$ cat config.mk
export PLATFORM = sky130hd
export DESIGN_NAME = lane_param_window_average_flat
export DESIGN_NICKNAME = d
export VERILOG_FILES = /design/src/hdl/lpwa_pkg.sv /design/src/hdl/lpwa_if.sv /design/src/hdl/lpwa_div.sv /design/src/hdl/lpwa_ctrl.sv /design/src/hdl/lpwa_dpath.sv /design/src/hdl/lane_param_window_average.sv /design/src/flat_wrapper.sv
export SDC_FILE = /design/constraint.sdc
export NUM_CORES = 2
export LEC_CHECK = 0
export BUFFER_PORTS_ARGS = -buffer_cell sky130_fd_sc_hd__buf_2
export CORE_ASPECT_RATIO = 0.75
export CORE_UTILIZATION = 62
export CTS_CLUSTER_SIZE = 25
export DETAILED_ROUTE_END_ITERATION = 16
export PLACE_DENSITY = 0.8
export SETUP_SLACK_MARGIN = 0.05
export SYNTH_ARGS = -nofsm -noshare
export SYNTH_HDL_FRONTEND = slang
export SYNTH_HIERARCHICAL = 1
export SYNTH_SLANG_ARGS = --single-unit
$ cat constraint.sdc
create_clock -name clk -period 12.05 [get_ports clk]
set_clock_uncertainty 0.2 [all_clocks]
set_input_delay 2.41 -clock clk [delete_from_list [all_inputs] [get_ports clk]]
set_output_delay 2.41 -clock clk [all_outputs]
set_load 0.005 [all_outputs]
$ cat src/hdl/lpwa_pkg.sv
package lpwa_pkg;

    // field widths
    localparam int DATA_W   = 16;
    localparam int WIN_W    = 4;
    localparam int CNT_W    = 16;
    localparam int NUM_COMP = 4;
    localparam int COMP_W   = 2;

    localparam logic [WIN_W-1:0]  WIN_RESET = 4'd6;
    localparam logic [CNT_W-1:0]  CNT_MAX   = 16'hFFFF;
    localparam logic [COMP_W-1:0] COMP_LAST = 2'd3;

    // one ring entry: dir_x, dir_y, base_x, base_y in slots 0 to 3
    typedef logic [NUM_COMP-1:0][DATA_W-1:0] lpwa_vec_t;

    // input beat
    typedef struct packed {
        logic                     lane_group;
        logic                     lane_present;
        logic                     measure_valid;
        logic                     override_on;
        logic signed [DATA_W-1:0] dir_x;
        logic signed [DATA_W-1:0] dir_y;
        logic signed [DATA_W-1:0] base_x;
        logic signed [DATA_W-1:0] base_y;
        logic signed [DATA_W-1:0] ovr_dir_x;
        logic signed [DATA_W-1:0] ovr_dir_y;
        logic signed [DATA_W-1:0] ovr_base_x;
        logic signed [DATA_W-1:0] ovr_base_y;
    } lpwa_in_t;

    // output beat
    typedef struct packed {
        logic                     out_group;
        logic                     average_valid;
        logic signed [DATA_W-1:0] avg_dir_x;
        logic signed [DATA_W-1:0] avg_dir_y;
        logic signed [DATA_W-1:0] avg_base_x;
        logic signed [DATA_W-1:0] avg_base_y;
        logic [CNT_W-1:0]         entry_count;
    } lpwa_out_t;

    // controller states
    typedef enum logic [3:0] {
        S_IDLE,
        S_MEAS,
        S_OVR,
        S_DECIDE,
        S_FILL,
        S_READ,
        S_DRAIN,
        S_DIV_START,
        S_DIV_WAIT,
        S_OUT
    } lpwa_state_t;

    // controller to datapath
    typedef struct packed {
        logic capture;
        logic meas_step;
        logic ovr_step;
        logic decide;
        logic fill;
        logic read;
        logic div_start;
        logic lane_next;
        logic load_out;
    } lpwa_cmd_t;

    // datapath to controller
    typedef struct packed {
        logic fill_all;
        logic avg_now;
        logic ovr_item;
        logic sweep_last;
        logic div_done;
        logic lane_last;
        logic out_free;
    } lpwa_stat_t;

endpackage

$ cat src/hdl/lpwa_if.sv
// input channel
interface lpwa_in_if;
    logic                valid;
    logic                ready;
    lpwa_pkg::lpwa_in_t  data;

    modport source (output valid, output data, input ready);
    modport sink   (input valid, input data, output ready);
endinterface

// output channel
interface lpwa_out_if;
    logic                valid;
    logic                ready;
    lpwa_pkg::lpwa_out_t data;

    modport source (output valid, output data, input ready);
    modport sink   (input valid, input data, output ready);
endinterface

$ cat src/hdl/lpwa_div.sv
module lpwa_div #(
    parameter int SUM_W = 20
) (
    input  logic                       clk,
    input  logic                       rst_n,
    input  logic                       start,
    input  logic signed [SUM_W-1:0]    dividend,
    input  logic [lpwa_pkg::WIN_W-1:0] divisor,
    output logic                       done,
    output logic [lpwa_pkg::DATA_W-1:0] quotient
);

    localparam int STEP_W = $clog2(SUM_W);
    localparam logic [STEP_W-1:0] STEP_LAST = STEP_W'(SUM_W - 1);

    logic                        busy_reg, busy_next;
    logic                        done_reg, done_next;
    logic [STEP_W-1:0]           step_reg, step_next;
    logic [lpwa_pkg::WIN_W-1:0]  rem_reg, rem_next;
    logic [lpwa_pkg::WIN_W-1:0]  dvs_reg;
    logic [SUM_W-1:0]            quo_reg, quo_next;
    logic                        neg_reg;
    logic [lpwa_pkg::WIN_W:0]    trial;
    logic                        ge;
    logic [lpwa_pkg::WIN_W:0]    diff;
    logic [SUM_W-1:0]            mag;

    // magnitude of the dividend
    assign mag = dividend[SUM_W-1] ? SUM_W'(-dividend) : SUM_W'(dividend);

    // one restoring step
    assign trial = {rem_reg, quo_reg[SUM_W-1]};
    assign ge    = trial >= {1'b0, dvs_reg};
    assign diff  = trial - {1'b0, dvs_reg};

    // step sequencing
    always_comb
    begin
        busy_next = busy_reg;
        done_next = 1'b0;
        step_next = step_reg;
        rem_next  = rem_reg;
        quo_next  = quo_reg;
        if (start)
        begin
            busy_next = 1'b1;
            step_next = '0;
            rem_next  = '0;
            quo_next  = mag;
        end
        else if (busy_reg)
        begin
            rem_next  = ge ? diff[lpwa_pkg::WIN_W-1:0] : trial[lpwa_pkg::WIN_W-1:0];
            quo_next  = {quo_reg[SUM_W-2:0], ge};
            step_next = step_reg + 1'b1;
            if (step_reg == STEP_LAST)
            begin
                busy_next = 1'b0;
                done_next = 1'b1;
            end
        end
    end

    // control registers
    always_ff @(posedge clk or negedge rst_n)
    begin
        if (!rst_n)
        begin
            busy_reg <= 1'b0;
            done_reg <= 1'b0;
            step_reg <= '0;
        end
        else
        begin
            busy_reg <= busy_next;
            done_reg <= done_next;
            step_reg <= step_next;
        end
    end

    // operand registers
    always_ff @(posedge clk)
    begin
        rem_reg <= rem_next;
        quo_reg <= quo_next;
        if (start)
        begin
            neg_reg <= dividend[SUM_W-1];
            dvs_reg <= divisor;
        end
    end

    // signed result, truncated toward zero
    assign done     = done_reg;
    assign quotient = lpwa_pkg::DATA_W'(neg_reg ? (~quo_reg + 1'b1) : quo_reg);

    // checks
    a_no_restart : assert property (@(posedge clk) disable iff (!rst_n)
        start |-> !busy_reg)
        else $error("divider started while busy");

    a_done_after_last : assert property (@(posedge clk) disable iff (!rst_n)
        busy_reg && !start && step_reg == STEP_LAST |=> done_reg && !busy_reg)
        else $error("divider did not finish after its last step");

endmodule

$ cat src/hdl/lpwa_ctrl.sv
module lpwa_ctrl (
    input  logic                 clk,
    input  logic                 rst_n,
    input  logic                 in_valid,
    output logic                 in_ready,
    input  lpwa_pkg::lpwa_stat_t stat,
    output lpwa_pkg::lpwa_cmd_t  cmd
);

    lpwa_pkg::lpwa_state_t state_reg, state_next;

    // state register
    always_ff @(posedge clk or negedge rst_n)
    begin
        if (!rst_n)
            state_reg <= lpwa_pkg::S_IDLE;
        else
            state_reg <= state_next;
    end

    // next state
    always_comb
    begin
        state_next = state_reg;
        case (state_reg)
            lpwa_pkg::S_IDLE:
                if (in_valid)
                    state_next = lpwa_pkg::S_MEAS;
            lpwa_pkg::S_MEAS:
                state_next = lpwa_pkg::S_OVR;
            lpwa_pkg::S_OVR:
                state_next = lpwa_pkg::S_DECIDE;
            lpwa_pkg::S_DECIDE:
                if (stat.fill_all || (stat.avg_now && stat.ovr_item))
                    state_next = lpwa_pkg::S_FILL;
                else if (stat.avg_now)
                    state_next = lpwa_pkg::S_READ;
                else
                    state_next = lpwa_pkg::S_OUT;
            lpwa_pkg::S_FILL:
                if (stat.sweep_last)
                    state_next = lpwa_pkg::S_OUT;
            lpwa_pkg::S_READ:
                if (stat.sweep_last)
                    state_next = lpwa_pkg::S_DRAIN;
            lpwa_pkg::S_DRAIN:
                state_next = lpwa_pkg::S_DIV_START;
            lpwa_pkg::S_DIV_START:
                state_next = lpwa_pkg::S_DIV_WAIT;
            lpwa_pkg::S_DIV_WAIT:
                if (stat.div_done)
                    state_next = stat.lane_last ? lpwa_pkg::S_OUT : lpwa_pkg::S_DIV_START;
            lpwa_pkg::S_OUT:
                if (stat.out_free)
                    state_next = lpwa_pkg::S_IDLE;
            default:
                state_next = lpwa_pkg::S_IDLE;
        endcase
    end

    // commands
    always_comb
    begin
        cmd      = '0;
        in_ready = 1'b0;
        case (state_reg)
            lpwa_pkg::S_IDLE:
            begin
                in_ready    = 1'b1;
                cmd.capture = in_valid;
            end
            lpwa_pkg::S_MEAS:
                cmd.meas_step = 1'b1;
            lpwa_pkg::S_OVR:
                cmd.ovr_step = 1'b1;
            lpwa_pkg::S_DECIDE:
                cmd.decide = 1'b1;
            lpwa_pkg::S_FILL:
                cmd.fill = 1'b1;
            lpwa_pkg::S_READ:
                cmd.read = 1'b1;
            lpwa_pkg::S_DIV_START:
                cmd.div_start = 1'b1;
            lpwa_pkg::S_DIV_WAIT:
                cmd.lane_next = stat.div_done && !stat.lane_last;
            lpwa_pkg::S_OUT:
                cmd.load_out = stat.out_free;
            default:
                cmd = '0;
        endcase
    end

endmodule

$ cat src/hdl/lpwa_dpath.sv
module lpwa_dpath #(
    parameter int WINDOW_MAX = 8,
    parameter int GROUPS     = 2
) (
    input  logic                       clk,
    input  logic                       rst_n,
    input  logic                       cfg_we,
    input  logic [lpwa_pkg::WIN_W-1:0] cfg_data,
    input  lpwa_pkg::lpwa_in_t         in_data,
    input  logic                       out_ready,
    output logic                       out_valid,
    output lpwa_pkg::lpwa_out_t        out_data,
    input  lpwa_pkg::lpwa_cmd_t        cmd,
    output lpwa_pkg::lpwa_stat_t       stat
);

    localparam int PTR_W   = (WINDOW_MAX > 1) ? $clog2(WINDOW_MAX) : 1;
    localparam int GRP_W   = (GROUPS > 1) ? $clog2(GROUPS) : 1;
    localparam int DEPTH   = GROUPS * WINDOW_MAX;
    localparam int ADDR_W  = (DEPTH > 1) ? $clog2(DEPTH) : 1;
    localparam int W_CAP   = (WINDOW_MAX < 15) ? WINDOW_MAX : 15;
    localparam int SUM_W   = lpwa_pkg::DATA_W + 1 + $clog2(W_CAP);
    localparam int SWP_MAX = (WINDOW_MAX > 15) ? WINDOW_MAX : 15;
    localparam int SWP_W   = $clog2(SWP_MAX + 1);
    localparam int EXT_W   = SUM_W - lpwa_pkg::DATA_W;
    localparam logic [PTR_W-1:0] PTR_LAST = PTR_W'(WINDOW_MAX - 1);

    localparam int DW = lpwa_pkg::DATA_W;
    localparam int CW = lpwa_pkg::CNT_W;
    localparam int NC = lpwa_pkg::NUM_COMP;

    // configuration and captured beat
    logic [lpwa_pkg::WIN_W-1:0] win_len_reg;
    lpwa_pkg::lpwa_in_t         item_reg;
    logic [lpwa_pkg::WIN_W-1:0] w_reg, w_capt;
    logic                       grp_ok_reg;

    // per group state
    logic [CW-1:0]    count_reg [GROUPS];
    logic [CW-1:0]    count_next [GROUPS];
    logic [PTR_W-1:0] wp_reg [GROUPS];
    logic [PTR_W-1:0] wp_next [GROUPS];

    // per item state
    logic             fill_all_reg;
    logic             avg_reg;
    logic [CW-1:0]    cnt_out_reg;
    logic [PTR_W-1:0] swp_ptr_reg;
    logic [SWP_W-1:0] swp_left_reg;
    logic             rd_valid_reg;
    lpwa_pkg::lpwa_vec_t rd_data_reg;
    logic signed [SUM_W-1:0] acc_reg [NC];
    logic [lpwa_pkg::COMP_W-1:0] lane_reg;
    logic [DW-1:0]    q_reg [NC];

    // output register
    logic                out_valid_reg;
    lpwa_pkg::lpwa_out_t out_reg;

    // ring memory
    lpwa_pkg::lpwa_vec_t mem [DEPTH];

    logic [GRP_W-1:0]  gidx;
    logic [CW-1:0]     cur_count;
    logic [PTR_W-1:0]  cur_wp;
    logic [PTR_W-1:0]  wp_inc;
    logic [CW-1:0]     cnt_inc;
    logic              meas_do, ovr_do, bump;
    logic [CW-1:0]     w_ext;
    logic              avg_now;
    logic [ADDR_W-1:0] base;
    logic [PTR_W-1:0]  ptr_up, ptr_dn, wp_prev;
    lpwa_pkg::lpwa_vec_t meas_vec, ovr_vec, res_vec;
    logic              mem_we;
    logic [ADDR_W-1:0] mem_waddr, mem_raddr;
    lpwa_pkg::lpwa_vec_t mem_wdata;
    logic              div_done;
    logic [DW-1:0]     div_q;
    logic              out_free;

    // window clamped to 1..WINDOW_MAX
    always_comb
    begin
        if (win_len_reg == '0)
            w_capt = lpwa_pkg::WIN_W'(1);
        else if (32'(win_len_reg) > WINDOW_MAX)
            w_capt = lpwa_pkg::WIN_W'(WINDOW_MAX);
        else
            w_capt = win_len_reg;
    end

    // group lookup
    assign gidx      = GRP_W'(item_reg.lane_group);
    assign cur_count = grp_ok_reg ? count_reg[gidx] : '0;
    assign cur_wp    = grp_ok_reg ? wp_reg[gidx] : '0;
    assign wp_inc    = (cur_wp == PTR_LAST) ? '0 : cur_wp + 1'b1;
    assign wp_prev   = (cur_wp == '0) ? PTR_LAST : cur_wp - 1'b1;
    assign cnt_inc   = (cur_count == lpwa_pkg::CNT_MAX) ? cur_count : cur_count + 1'b1;
    assign meas_do   = grp_ok_reg && item_reg.lane_present && item_reg.measure_valid;
    assign ovr_do    = grp_ok_reg && item_reg.lane_present && item_reg.override_on;
    assign bump      = (cmd.meas_step && meas_do) || (cmd.ovr_step && ovr_do);
    assign w_ext     = CW'(w_reg);
    assign avg_now   = grp_ok_reg && (cur_count >= w_ext);
    assign base      = ADDR_W'(32'(gidx) * WINDOW_MAX);

    // sweep pointer steps
    assign ptr_up = (swp_ptr_reg == PTR_LAST) ? '0 : swp_ptr_reg + 1'b1;
    assign ptr_dn = (swp_ptr_reg == '0) ? PTR_LAST : swp_ptr_reg - 1'b1;

    // component vectors
    assign meas_vec[0] = item_reg.dir_x;
    assign meas_vec[1] = item_reg.dir_y;
    assign meas_vec[2] = item_reg.base_x;
    assign meas_vec[3] = item_reg.base_y;
    assign ovr_vec[0]  = item_reg.ovr_dir_x;
    assign ovr_vec[1]  = item_reg.ovr_dir_y;
    assign ovr_vec[2]  = item_reg.ovr_base_x;
    assign ovr_vec[3]  = item_reg.ovr_base_y;

    // configuration register
    always_ff @(posedge clk or negedge rst_n)
    begin
        if (!rst_n)
            win_len_reg <= lpwa_pkg::WIN_RESET;
        else if (cfg_we)
            win_len_reg <= cfg_data;
    end

    // captured beat
    always_ff @(posedge clk)
    begin
        if (cmd.capture)
        begin
            item_reg <= in_data;
            w_reg    <= w_capt;
        end
    end

    // count and write pointer updates
    always_comb
    begin
        count_next = count_reg;
        wp_next    = wp_reg;
        if (bump)
        begin
            count_next[gidx] = cnt_inc;
            wp_next[gidx]    = wp_inc;
        end
    end

    always_ff @(posedge clk or negedge rst_n)
    begin
        if (!rst_n)
        begin
            for (int i = 0; i < GROUPS; i++)
            begin
                count_reg[i] <= '0;
                wp_reg[i]    <= '0;
            end
        end
        else
        begin
            count_reg <= count_next;
            wp_reg    <= wp_next;
        end
    end

    // per item control
    always_ff @(posedge clk or negedge rst_n)
    begin
        if (!rst_n)
        begin
            grp_ok_reg   <= 1'b0;
            fill_all_reg <= 1'b0;
            avg_reg      <= 1'b0;
            swp_ptr_reg  <= '0;
            swp_left_reg <= '0;
            rd_valid_reg <= 1'b0;
            lane_reg     <= '0;
        end
        else
        begin
            rd_valid_reg <= cmd.read;
            if (cmd.capture)
            begin
                grp_ok_reg   <= (32'(in_data.lane_group) < GROUPS);
                fill_all_reg <= 1'b0;
            end
            if (cmd.ovr_step && ovr_do)
                fill_all_reg <= (cur_count < w_ext);
            if (cmd.decide)
            begin
                avg_reg  <= avg_now;
                lane_reg <= '0;
                if (fill_all_reg)
                begin
                    swp_ptr_reg  <= '0;
                    swp_left_reg <= SWP_W'(WINDOW_MAX);
                end
                else
                begin
                    swp_ptr_reg  <= wp_prev;
                    swp_left_reg <= SWP_W'(w_reg);
                end
            end
            if (cmd.fill || cmd.read)
            begin
                swp_left_reg <= swp_left_reg - 1'b1;
                swp_ptr_reg  <= fill_all_reg ? ptr_up : ptr_dn;
            end
            if (cmd.lane_next)
                lane_reg <= lane_reg + 1'b1;
        end
    end

    // count reported with the result
    always_ff @(posedge clk)
    begin
        if (cmd.decide)
            cnt_out_reg <= cur_count;
    end

    // ring write and read ports
    assign mem_we    = (cmd.meas_step && meas_do) || cmd.fill;
    assign mem_wdata = cmd.fill ? ovr_vec : meas_vec;
    assign mem_waddr = base + ADDR_W'(cmd.fill ? swp_ptr_reg : cur_wp);
    assign mem_raddr = base + ADDR_W'(swp_ptr_reg);

    always_ff @(posedge clk)
    begin
        if (mem_we)
            mem[mem_waddr] <= mem_wdata;
        if (cmd.read)
            rd_data_reg <= mem[mem_raddr];
    end

    // window sums
    always_ff @(posedge clk)
    begin
        for (int c = 0; c < NC; c++)
        begin
            if (cmd.decide)
                acc_reg[c] <= '0;
            else if (rd_valid_reg)
                acc_reg[c] <= acc_reg[c] + {{EXT_W{rd_data_reg[c][DW-1]}}, rd_data_reg[c]};
        end
    end

    // shared divider, one component at a time
    lpwa_div #(
        .SUM_W (SUM_W)
    ) u_div (
        .clk      (clk),
        .rst_n    (rst_n),
        .start    (cmd.div_start),
        .dividend (acc_reg[lane_reg]),
        .divisor  (w_reg),
        .done     (div_done),
        .quotient (div_q)
    );

    always_ff @(posedge clk)
    begin
        if (div_done)
            q_reg[lane_reg] <= div_q;
    end

    // result selection
    always_comb
    begin
        for (int c = 0; c < NC; c++)
        begin
            if (!avg_reg)
                res_vec[c] = '0;
            else if (item_reg.override_on)
                res_vec[c] = ovr_vec[c];
            else
                res_vec[c] = q_reg[c];
        end
    end

    // output register
    assign out_free = !out_valid_reg || out_ready;

    always_ff @(posedge clk or negedge rst_n)
    begin
        if (!rst_n)
            out_valid_reg <= 1'b0;
        else if (cmd.load_out)
            out_valid_reg <= 1'b1;
        else if (out_ready)
            out_valid_reg <= 1'b0;
    end

    always_ff @(posedge clk)
    begin
        if (cmd.load_out)
        begin
            out_reg.out_group     <= item_reg.lane_group;
            out_reg.average_valid <= avg_reg;
            out_reg.avg_dir_x     <= res_vec[0];
            out_reg.avg_dir_y     <= res_vec[1];
            out_reg.avg_base_x    <= res_vec[2];
            out_reg.avg_base_y    <= res_vec[3];
            out_reg.entry_count   <= cnt_out_reg;
        end
    end

    assign out_valid = out_valid_reg;
    assign out_data  = out_reg;

    // status to the controller
    assign stat.fill_all   = fill_all_reg;
    assign stat.avg_now    = avg_now;
    assign stat.ovr_item   = item_reg.override_on;
    assign stat.sweep_last = (swp_left_reg == SWP_W'(1));
    assign stat.div_done   = div_done;
    assign stat.lane_last  = (lane_reg == lpwa_pkg::COMP_LAST);
    assign stat.out_free   = out_free;

    // checks
    a_fill_needs_override : assert property (@(posedge clk) disable iff (!rst_n)
        cmd.fill |-> item_reg.override_on && grp_ok_reg)
        else $error("ring fill without an override on a known group");

    a_read_only_averaging : assert property (@(posedge clk) disable iff (!rst_n)
        cmd.read |-> avg_reg && !item_reg.override_on)
        else $error("ring read outside an averaging pass");

    a_valid_count : assert property (@(posedge clk) disable iff (!rst_n)
        cmd.load_out && avg_reg |-> cnt_out_reg >= w_ext)
        else $error("average flagged valid below the window length");

endmodule

$ cat src/hdl/lane_param_window_average.sv
// Boxcar average of lane estimates for up to GROUPS lane groups.
// in_ch carries one frame's estimate for one group (direction and base
// point, measured and override values); out_ch carries one result beat per
// input beat, in the same order. cfg_we/cfg_data write the window length,
// which the user must do only while the block is idle (not enforced).
// An input beat is taken only in the idle state. Measurement write and count
// update happen in the measurement state after acceptance; an override fill
// writes up to WINDOW_MAX ring entries. An averaging beat without an override
// reads the window one entry a cycle through the ring memory's single read
// port, then one shared bit-serial divider produces the four means in turn.
// The result sits in an output register; the next input beat is accepted
// while it waits, and a stalled receiver only holds the block once a second
// result is ready.
// Reset clears counts and write pointers and sets the window length to 6;
// ring contents are left as they are and are written before they are read.
module lane_param_window_average #(
    parameter int WINDOW_MAX = 8,
    parameter int GROUPS     = 2
) (
    input  logic                       clk,
    input  logic                       rst_n,
    input  logic                       cfg_we,
    input  logic [lpwa_pkg::WIN_W-1:0] cfg_data,
    lpwa_in_if.sink                    in_ch,
    lpwa_out_if.source                 out_ch
);

    lpwa_pkg::lpwa_cmd_t  cmd;
    lpwa_pkg::lpwa_stat_t stat;
    logic                 in_ready;
    logic                 out_valid;
    lpwa_pkg::lpwa_out_t  out_data;

    // sequencing
    lpwa_ctrl u_ctrl (
        .clk      (clk),
        .rst_n    (rst_n),
        .in_valid (in_ch.valid),
        .in_ready (in_ready),
        .stat     (stat),
        .cmd      (cmd)
    );

    // ring, sums, divider and output register
    lpwa_dpath #(
        .WINDOW_MAX (WINDOW_MAX),
        .GROUPS     (GROUPS)
    ) u_dpath (
        .clk       (clk),
        .rst_n     (rst_n),
        .cfg_we    (cfg_we),
        .cfg_data  (cfg_data),
        .in_data   (in_ch.data),
        .out_ready (out_ch.ready),
        .out_valid (out_valid),
        .out_data  (out_data),
        .cmd       (cmd),
        .stat      (stat)
    );

    // channel hookup
    assign in_ch.ready  = in_ready;
    assign out_ch.valid = out_valid;
    assign out_ch.data  = out_data;

endmodule
$ cat src/flat_wrapper.sv
// flat-port wrapper written by rule: the top's interface ports become plain ports
module lane_param_window_average_flat 
#(
    parameter int WINDOW_MAX = 8,
    parameter int GROUPS     = 2
)
  (clk, rst_n, cfg_we, cfg_data, in_ch_valid, in_ch_data, in_ch_ready, out_ch_valid, out_ch_data, out_ch_ready);
  lpwa_in_if in_ch_i ();
  lpwa_out_if out_ch_i ();
  input  logic clk;
  input  logic rst_n;
  input  logic cfg_we;
  input  logic [lpwa_pkg::WIN_W-1:0] cfg_data;
  input wire logic [$bits(in_ch_i.valid)-1:0] in_ch_valid;
  input wire logic [$bits(in_ch_i.data)-1:0] in_ch_data;
  output wire logic [$bits(in_ch_i.ready)-1:0] in_ch_ready;
  output wire logic [$bits(out_ch_i.valid)-1:0] out_ch_valid;
  output wire logic [$bits(out_ch_i.data)-1:0] out_ch_data;
  input wire logic [$bits(out_ch_i.ready)-1:0] out_ch_ready;
  assign in_ch_i.valid = in_ch_valid;
  assign in_ch_i.data = in_ch_data;
  assign in_ch_ready = in_ch_i.ready;
  assign out_ch_valid = out_ch_i.valid;
  assign out_ch_data = out_ch_i.data;
  assign out_ch_i.ready = out_ch_ready;
  lane_param_window_average #(.WINDOW_MAX(WINDOW_MAX), .GROUPS(GROUPS)) u_core (.clk(clk), .rst_n(rst_n), .cfg_we(cfg_we), .cfg_data(cfg_data), .in_ch(in_ch_i), .out_ch(out_ch_i));
endmodule
After elaboration in Yosys (flattened, before gate mapping):

Memories as Yosys holds them, arrays and structs flattened. A register that Yosys moved wholly into a read port is not among the register bits.
Index checks and enable logic that the tools add are counted.

* register bits after elaboration: 330
* bits in writable memories: 1168
* input bits: 141
* output and inout bits: 84
* word-level logic and storage cells: 206
* memories kept: 3

* add/sub/neg operators: 17
* order comparisons: 6
* equal/unequal tests: 20
* mux-type cells: 84
* bitwise gates (word level): 6
* reduce and logical (&&, ||, !) cells: 27

Memories
* u_core.u_dpath.mem: depth 16, bits a word 64, rd ports 1, clocked after Yosys merged registers in 1, write ports 1, line lpwa_dpath.sv:61 `lpwa_pkg::lpwa_vec_t mem [DEPTH];`
* u_core.u_dpath.acc_reg: depth 4, bits a word 20, rd ports 5, clocked after Yosys merged registers in 0, write ports 4, line lpwa_dpath.sv:52 `logic signed [SUM_W-1:0] acc_reg [NC];`
* u_core.u_dpath.q_reg: depth 4, bits a word 16, rd ports 4, clocked after Yosys merged registers in 0, write ports 1, line lpwa_dpath.sv:54 `logic [DW-1:0] q_reg [NC];`

Operator list (number)
* 16-bit two-way mux: 11
* 20-bit two-way mux: 7
* 20-bit adder: 4
* 64-bit two-way mux: 1
* 4-bit two-way mux: 13
* 3-bit two-way mux: 14
* 4-bit case mux with 10 select lines: 1
* 16-bit by 1-bit adder with 16-bit output (second input constant): 2
* 32-bit bitwise mux: 1
* 1-bit two-way mux: 29
* 20-bit negator: 1
* 16-bit demux with 1-bit select: 1
* 16-bit == test (second input constant): 1
* 4-bit by 3-bit == test with 1-bit output (second input constant): 4
* 16-bit by 4-bit >= comparator with 1-bit output: 1
* 16-bit by 4-bit < comparator with 1-bit output: 1
* 16-bit inverter: 1
* 5-bit two-way mux: 2
* 2-bit nonzero test: 5
* 1-bit logical AND: 9
* 4-bit by 3-bit adder with 4-bit output: 2
* 4-bit by 1-bit == test with 1-bit output (second input constant): 2
* 4-bit by 2-bit == test with 1-bit output (second input constant): 2
* 4-bit == test (second input constant): 2
* other kinds (26): 43

Logic depth before layout (Yosys ltp):

* depth after elaboration: 11
* gate-level depth with buffers: 17
* mapped depth without buffers: 12

Hierarchy:

The synthesis kept the hierarchy.

Modules (own cells, without submodules)
* lpwa_dpath: times used 1, cells an instance 3140, area each 61616.6 sq um
* lpwa_div: times used 1, cells an instance 266, area each 2454.9 sq um
* lpwa_ctrl: times used 1, cells an instance 57, area each 440.4 sq um

Worst setup path before layout:

OpenSTA, ideal clock, no wires.

* path type: input -> register
* start point: input out_ch_ready
* end point: register u_core.u_dpath.out_reg (netlist bit u_core/u_dpath/out_data[0]), enable pin
* arrival: 6.102 ns
* setup slack: 5.224 ns
* stages on the path: 4
* buffers on the path: 1
* path through: nand2b_1 > buf_4 > nand2_1 > nor2_1

RTL lines
* from (decl): line flat_wrapper.sv:19 `input wire logic [$bits(out_ch_i.ready)-1:0] out_ch_ready;`
* to (decl): line lpwa_dpath.sv:58 `lpwa_pkg::lpwa_out_t out_reg;`

==> impl_metrics.py <==
metrics = {
    "status": {
        "status": "complete, no violations",
    },
    "synthesis": {
        "syn-cell-area_sq_mm": 0.06451,
        "synth-seq-area-share": 0.7213,
        "synthMostInstantiatedCell": "edfxtp_1",
        "syn_area_per_cell_sq_um": 18.63,
        "ys_async_sr_fraction": 0.04289,
        "syn_nets": 3710,
        "synth-main-ff-cell": "edfxtp_1",
        "syn_inst": 3463,
        "synth.distinct_cells": 88,
        "synth_top_area_frac": 0.6940,
        "yosysWarnings": 6,
        "synth-seq-cells": 1562,
        "synthTopCellsByArea": "edfxtp_1, mux4_2, dfrtp_1, ha_1, mux2i_1",
        "yosysTopAreaCell": "edfxtp_1",
        "synth-edff-count": 1491,
        "synth_common_cells": "edfxtp_1, mux4_2, nand2_1",
    },
    "worst_setup_path": {
        "critPathMostFrequentCell": "buf_4",
        "max_stage_delay_ns": 1.07,
        "critPathSlowestCell": "nor2_4",
        "crit_path_end": "u_core/u_dpath/mem[9][0]$_DFFE_PP_",
        "reg2reg_to": "u_core/u_dpath/mem[9][0]$_DFFE_PP_",
        "worst-setup-path-type": "flip-flop to flip-flop",
        "cp.buffers_inverters": 4,
        "startpoint_type": "flip-flop",
        "crit_start": "u_core/u_ctrl/state_reg[3]$_DFFE_PN0P_",
        "reg2reg_depth": 9,
        "crit_cells": 9,
        "worst_ep_required_time_ns": 12.26,
        "critPathArrivalTime_ns": 5.92,
        "cp_top_family": "buffers and inverters",
        "path_cells": "nand2b_1 -> nor3_2 -> buf_4 -> buf_4 -> o21ai_0 -> inv_1 -> nand2_1 -> nor2_4 -> buf_4",
        "crit_fanout": 48,
        "reg2reg_slack_ns": 6.35,
        "critPathCaptureType": "flip-flop",
        "rr_startpoint": "u_core/u_ctrl/state_reg[3]$_DFFE_PN0P_",
    },
    "finish": {
        "num-nets-final": 3967,
        "ff_latch_area_sq_mm": 0.04654,
        "largest_reg_flops": 1024,
        "layout-drive-gt1-share": 0.2514,
        "final_cell_area_sq_mm": 0.07204,
        "syn_to_final_growth_pct": 11.67,
        "multiInputGateArea_sq_mm": 0.01733,
        "fill_cells": 6036,
    },
    "sta": {
        "setup_viol": 0,
        "fin_tns_setup_ns": 0,
        "slew_headroom": 0.04449,
        "slew_viol_final": 0,
        "post-route-period-util": 0.4734,
        "period_needed_ns": 5.704,
        "finalHoldViolCount": 0,
        "tightest_slew_ns": 1.426,
        "rsz0062_at_grt": "no",
        "fmax_ghz": 0.1753,
    },
    "die": {
        "die_w_microns": 374.5,
        "initial_core_util": 0.6256,
        "core_sq_mm": 0.1031,
        "fp-row-count": 102,
        "ioPinCount": 225,
        "fp.dieH_microns": 281.4,
        "dieArea_sq_mm": 0.1054,
    },
    "drt": {
        "vias": 36110,
        "drtPass1Iterations": 8,
        "finalWirelength_mm": 176.9,
        "initialDrtViolationCount": 5351,
        "ant_nets": 0,
        "wl_per_cell_microns": 34.05,
        "drcViolationCount": 0,
        "via_per_inst": 6.948,
    },
    "min_path": {
        "hold_class": "flip-flop to flip-flop",
        "holdPathStages": 0,
    },
    "global_routing": {
        "grt_usage": 0.3402,
        "grt_pass1_wl_mm": 250.4,
        "grt_overflow": 0,
        "grt_max_degree": 151,
        "antenna_found_initial": 19,
        "grt_pass1_vias": 35180,
    },
    "clocking": {
        "post_cts_buffers": 0,
        "insertion_delay_ns": 0.81,
        "cts_root_buffer": "clkbuf_16",
        "ctsHoldBuffers": 0,
        "clk_pin_slew_worst_paths_ns": 0.06,
        "clock_path_buffers": 3,
        "cts_resized": 0,
        "cts_tree": "built",
        "cts_sinks": 1562,
        "h-tree-depth": 4,
        "cts_buffers": 144,
    },
    "pwr": {
        "leakage_nw": 24.06,
        "finalPower_mw": 16.48,
        "peakVddDrop_mv": 0.2353,
        "p_per_area_mw_per_mm2": 228.8,
    },
    "placement": {
        "portBuffers": 224,
        "gp_congestion": 0.9231,
        "hpwl_mm": 97.93,
        "dpl_cell_area_sq_mm": 0.06731,
    },
    "job": {
        "cap_violations": 0,
    },
}
worst min path at each step:
stage	startpoint	end	slack [ns]
after global placement	u_core/u_dpath/cnt_out_reg[1]$_DFFE_PP_	u_core/u_dpath/out_data[1]$_DFFE_PP_	0.20
after floorplan	u_core/u_dpath/cnt_out_reg[0]$_DFFE_PP_	u_core/u_dpath/out_data[0]$_DFFE_PP_	0.20
final	u_core/u_dpath/cnt_out_reg[7]$_DFFE_PP_	u_core/u_dpath/out_data[7]$_DFFE_PP_	0.22
after detailed placement	u_core/u_dpath/cnt_out_reg[10]$_DFFE_PP_	u_core/u_dpath/out_data[10]$_DFFE_PP_	0.21
after CTS	u_core/u_dpath/cnt_out_reg[0]$_DFFE_PP_	u_core/u_dpath/out_data[0]$_DFFE_PP_	0.22
after global routing	u_core/u_dpath/cnt_out_reg[7]$_DFFE_PP_	u_core/u_dpath/out_data[7]$_DFFE_PP_	0.22
cell families (layout without fill, tap and decap cells):
kind of cell / after synthesis / count (layout) / synth area share
AOI/OAI and AO/OA: 370 / 370 / 0.03772
xor gates and xnor gates: 91 / 91 / 0.01235
adders and majority gates: 107 / 107 / 0.02130
buffers and inverters: 219 / 583 / 0.01418
DFF: 1562 / 1562 / 0.7213
muxes: 506 / 506 / 0.1460
other: 0 / 18 / 0
and+or+nand+nor: 608 / 608 / 0.04719
per-layer routing:
| metal | part of all wire | global-route usage |
|---|---|---|
| met1 | 0.36 | 0.4724 |
| met2 | 0.46 | 0.5131 |
| met3 | 0.14 | 0.09808 |
| met4 | 0.037 | 0.1427 |
| met5 | 0.00081 | 0 |
layout by cell type (no fill, tap or decap), types with 14 or more instances in the layout:
master and instances:
mux4_2 340, a21oi_1 85, dfrtp_1 61, nor2b_1 76, clkbuf_16 149, o211ai_1 17, xnor2_1 41, inv_1 53
o21ai_0 94, nand4_1 23, buf_4 50, nand2_1 163, xnor2_2 14, clkinv_2 14, nor3_1 55, a211oi_1 15
edfxtp_1 1491, mux2i_1 88, mux2_2 77, diode_2 18, nor2_4 19, nor2_1 132, clkbuf_1 22, nand2b_1 22
clkinv_1 32, xor2_1 36, nand3_1 26, ha_1 101, o21a_1 19, buf_2 224, a21o_1 28
metrics by stage:
step / setup WS (ns) / hold slack [ns] / instances / utilization
floorplan: 5.224 / 0.2003 / 3463 / -
global placement: 6.756 / 0.2031 / 4926 / 0.6527
detailed placement: 6.573 / 0.2080 / 4926 / 0.6527
CTS: 6.428 / 0.2213 / 5179 / 0.6982
global route: 6.222 / 0.2238 / 5179 / 0.6982
finish: 6.346 / 0.2221 / 5197 / 0.6986
power by group:
| part | internal, mW | leakage (nW) | switching [mW] | total [mW] |
|---|---|---|---|---|
| Sequential | 6.88 | 14.4 | 0.515 | 7.39 |
| Clock | 2.52 | 2.25 | 2.09 | 4.61 |
| Combinational | 1.84 | 7.38 | 2.64 | 4.48 |
cell type report:
class	count	share of cell area
clock inverter	82	0.01218
tap	1352	0.02348
clock buffer	171	0.05290
inverter	54	0.002814
antenna	18	0.0006253
timing repair buffer	276	0.02133
sequential	1562	0.6461
multi-input combinational	1682	0.2406
(Power assumes the default switching activity.)
